--- config.mk ---
export PLATFORM = sky130hd
export DESIGN_NAME = afs_ram
export DESIGN_NICKNAME = d
export VERILOG_FILES = /design/src/design/afs_ram.sv
export SDC_FILE = /design/constraint.sdc
export NUM_CORES = 2
export LEC_CHECK = 0
export ABC_AREA = 1
export ABC_CLOCK_PERIOD_IN_PS = 6200
export BUFFER_PORTS_ARGS = -buffer_cell sky130_fd_sc_hd__buf_4
export CAP_MARGIN = 40
export CORE_AREA = 2 2 374 376
export CTS_CLUSTER_SIZE = 25
export DETAILED_ROUTE_END_ITERATION = 8
export DIE_AREA = 0 0 376 378
export PLACE_DENSITY = 0.79
export SLEW_MARGIN = 20
export SYNTH_ARGS = -nofsm -noshare
export SYNTH_HDL_FRONTEND = slang
export SYNTH_SLANG_ARGS = --single-unit
--- constraint.sdc ---
create_clock -name clk -period 6.2 [get_ports clk]
set_clock_uncertainty 0.2 [all_clocks]
set_input_delay 0.62 -clock clk [delete_from_list [all_inputs] [get_ports clk]]
set_output_delay 0.62 -clock clk [all_outputs]
set_load 0.005 [all_outputs]
--- src/design/afs_ram.sv ---
// Generic single-port synchronous RAM with a registered read.
// No dependencies.
`default_nettype none
module afs_ram #(
	parameter int WIDTH = 32,
	parameter int DEPTH = 64
) (
	input  wire logic                     clk,
	input  wire logic [$clog2(DEPTH)-1:0] addr,
	input  wire logic                     we,
	input  wire logic [WIDTH-1:0]         wdata,
	output logic [WIDTH-1:0]              rdata
);
	logic [WIDTH-1:0] mem_q [DEPTH];

	always_ff @(posedge clk) begin
		if (we) begin
			mem_q[addr] <= wdata;
		end
		rdata <= mem_q[addr];
	end
endmodule
`default_nettype wire

== After elaboration in Yosys (flattened, before gate mapping) ==
Memories as Yosys holds them, arrays and structs flattened. A register that Yosys moved wholly into a read port is not among the register bits.
Index checks and enable logic that the tools add are counted.
Word-level totals
  register bits: 0
  bits in writable memories: 2048
  logic and storage cells: 3
  memories: 1
Memories
  mem_q: words 64, bits a word 32, read ports 1, clocked after Yosys merged registers in 1, write ports 1, RTL line 14  | logic [WIDTH-1:0] mem_q [DEPTH];
Cells by class
  mux-type cells: 2
Operators by type and width (number)
  1-bit two-way mux: 2

== Longest topological paths before layout ==
  depth in word-level cells: 2
  gate-level depth with buffers: 15

== Worst setup path after synthesis ==
Ideal clock, no wire load.
  path type: input to register
  start point: input addr[0]
  end point: memory mem_q[41][0] (enable)
  arrival time: 4403 ps
  required time: 5498 ps
  path slack: 1095 ps
  stages on the path: 6
  path buffers: 4
  cells stage by stage: buf_4 -> inv_2 -> buf_6 -> buf_4 -> buf_2 -> nor4_1
RTL lines
  start, declared: RTL line 9  | input wire logic [$clog2(DEPTH)-1:0] addr,
  end, declared: RTL line 14
No word-level cell before the write port.

==> flow_summary.toml <==
[worst_setup_path]
worstPathMaxFanout = 117
slowest_delay_ps = 570
timing.critical_path.cells = "buf_8 -> inv_8 -> buf_12 -> buf_4 -> nand2_1 -> nand2_1 -> nand2_1 -> nand2_1 -> nand2_1 -> nand2_1 -> nand2_1 -> nand2_1 -> nor2_1 -> buf_4 -> nand2_1"
cp-start-kind = "primary input"
ff2ff_path_depth = 11
endpoint_kind = "flop"
crit_slowest_cell = "sky130_fd_sc_hd__buf_8"
worstPathArrival_ps = 4130
path_common_cell = "sky130_fd_sc_hd__nand2_1"
timing_worst_setup_path_type = "in2reg"
timing.critical_path.required_ps = 6710

[cells_and_area]
final_cell_area_sq_um = 96300
area.growth.synth_to_final_pct = 11.3
post_route_cells_drive_above_1_share_pct = 6.86
utilization_pct = 69.5
stdcell_count = 10400
layout.area.seq_sq_um = 62100
final_common_cell = "sky130_fd_sc_hd__nand2_1"
finalNetCount = 8488
layout_common_cells = "sky130_fd_sc_hd__nand2_1, sky130_fd_sc_hd__edfxtp_1, sky130_fd_sc_hd__clkbuf_16"
fillers = 9256
multiInputGateArea_sq_um = 22800

[clocking]
cts.repair.resized = 0
tritoncts = "yes"
cts.clk_slew.worst_paths_ps = 60
insertion_delay_ps = 850
clock_tree.buffer_depth = 3
cts.root.buffer_cell = "sky130_fd_sc_hd__clkbuf_16"
clock_sinks = 2080
cts-buffers-inserted = 198
htree_levels = 4

[grt]
via_count_of_the_first_global_routing_pass = 59300
grt_pass1_wl_mm = 359
grt_overflow = 0
grt_antenna_before_repair = 12
grt_start_max_net_pins = 198
gr-usage-all-layers_pct = 34.3

[place]
place_area_sq_um = 89500
hpwlAfterDp_mm = 132
io_buffers = 71
gp_congestion = 0.905
dpl.cell_count = 10000
preCtsSetupSlack_ps = 1880

[pwr]
seqPwrFrac_pct = 53.1
power_frac_clock_pct = 40.6
cellInternalPower_mw = 22.7
switching_power_mw = 6.74
power_mw = 29.4
switching_portion_of_total_power_pct = 22.9
power_density_nw_per_um2 = 306
power.share.combinational_pct = 6.3
worst_ir_drop_vdd_mv = 0.287
cellLeakagePower_nw = 40.3

[floorplanning]
die_width_um = 376
die-area_sq_um = 142000
num_rows = 137
pin_count = 72
die_height_um = 378
initial_core_util_pct = 62.5
core_area_sq_um = 139000

[routing]
wire_length_reported_by_the_detailed_router_mm = 244
ant_nets = 0
drt_pass_1_iters = 7
drc = 0
via_count = 61300
vias_per_cell = 5.87
drtIter0Drc = 9573
mean_routed_wirelength_per_cell_um = 23.4

[sta]
slew_violations = 0
final_setup_fails = 0
final_hold_viol_count = 0
finalCriticalPeriod_ps = 3610
layout_setup_ws_ps = 2590
worst_slew_margin_rel_pct = 18.9
hold-worst-slack_ps = 19.5
worst_pin_slew_ps = 1220
setup-tns-final_ps = 0
grt_setup_unrepaired = "false"
timing.fmax_ghz = 0.277
timing.final.crit_share_pct = 58.3

[logic_synthesis]
post_synth_num_cell_types = 21
yosysTopAreaCell = "sky130_fd_sc_hd__edfxtp_1"
seq_area_frac_synth_pct = 71.8
synth_largest_type_area_fraction_pct = 71.1
syn-num-nets = 8480
yosys_reg_bits = 2080
synth.avg_cell_area_sq_um = 10.2
yosysWarnings = 0
syn-cell-area_sq_um = 86500
postSynthCellCount = 8440
leading_post_synthesis_cells_by_cell_area = "sky130_fd_sc_hd__edfxtp_1, sky130_fd_sc_hd__nand2_1, sky130_fd_sc_hd__buf_2"

[min_path]
hold_path.class = "in2reg"
hold-path-cell-count = 1

[flow_run]
drv_cap = 0

[status]
status = "completed"
-- per-layer routing --
layer / global-route usage (%) / vias to the layer above / wire [um]
met1: 44.5 / 28700 / 84000
met4: 20.3 / 6 / 14600
li1: - / 27300 / -
met2: 53.5 / 4435 / 112000
met5: 0.480 / - / 120
met3: 7.75 / 794 / 33100
-- cell usage after synthesis --
library cell,count
sky130_fd_sc_hd__clkbuf_1,136
sky130_fd_sc_hd__buf_6,4
sky130_fd_sc_hd__nor3_1,1
sky130_fd_sc_hd__nor2_1,137
sky130_fd_sc_hd__inv_1,16
sky130_fd_sc_hd__or2_1,1
sky130_fd_sc_hd__edfxtp_1,2048
sky130_fd_sc_hd__buf_2,244
sky130_fd_sc_hd__nand2_1,5728
sky130_fd_sc_hd__buf_4,11
sky130_fd_sc_hd__o211ai_1,5
sky130_fd_sc_hd__dfxtp_1,32
sky130_fd_sc_hd__or2_2,5
sky130_fd_sc_hd__buf_1,27
sky130_fd_sc_hd__nand4_1,2
sky130_fd_sc_hd__o21ai_0,5
sky130_fd_sc_hd__nor3_2,7
sky130_fd_sc_hd__inv_2,14
sky130_fd_sc_hd__o21ai_1,2
sky130_fd_sc_hd__nand3_1,13
sky130_fd_sc_hd__nor4_1,2
-- area by class of cell --
class,instances,area share (%)
sequential,2080,64.5
multi-input combinational,5908,23.7
clock buffer,243,5.41
timing repair buffer,230,2.64
tap,1807,2.35
clock inverter,129,1.22
inverter,30,0.140
antenna,5,0.0130
-- worst max-delay path: cells and delay by family --
kind / cells / cell delay, ps
buf+inv: 5 / 1950
simple gates: 10 / 1240
-- power by group through the flow --
stage | combinational (mW) | sequential [mW] | clock (mW)
floorplan | 0.992 | 15.9 | 0
global placement | 1.72 | 15.9 | 0
detailed placement | 1.77 | 15.9 | 0
CTS | 1.79 | 15.6 | 12.0
global route | 2.01 | 15.6 | 12.5
finish | 1.87 | 15.6 | 12.0
-- sequential cells by signal (all words and copies together) (netlist names) --
name   flops
mem_q   2048
rdata     32
-- repair_timing --
| item | in CTS | in global routing |
|---|---|---|
| hold buffers | 0 | 7 |
| hold endpoints to repair | 0 | 65 |
| setup buffers | 0 | 0 |
-- worst paths after layout --
path | to | slack [ps] | start
worst min register to register | rdata[23]$_DFF_P_ | 610 | mem_q[32][23]$_DFFE_PP_
worst max-delay path | rdata[31]$_DFF_P_ | 2590 | addr[0]
worst min-delay path | mem_q[61][31]$_DFFE_PP_ | 20 | wdata[31]
worst max register to register | rdata[31]$_DFF_P_ | 4030 | mem_q[62][31]$_DFFE_PP_
-- kinds of logic (layout without fill, tap and decap cells) --
family,after synthesis,in the layout,synth area share (%)
and+or+nand+nor,5896,5896,25.7
DFF,2080,2080,71.8
AOI/OAI and AO/OA,12,12,0.0839
buffers and inverters,452,632,2.40
other,0,5,0
(Power assumes the default switching activity.)
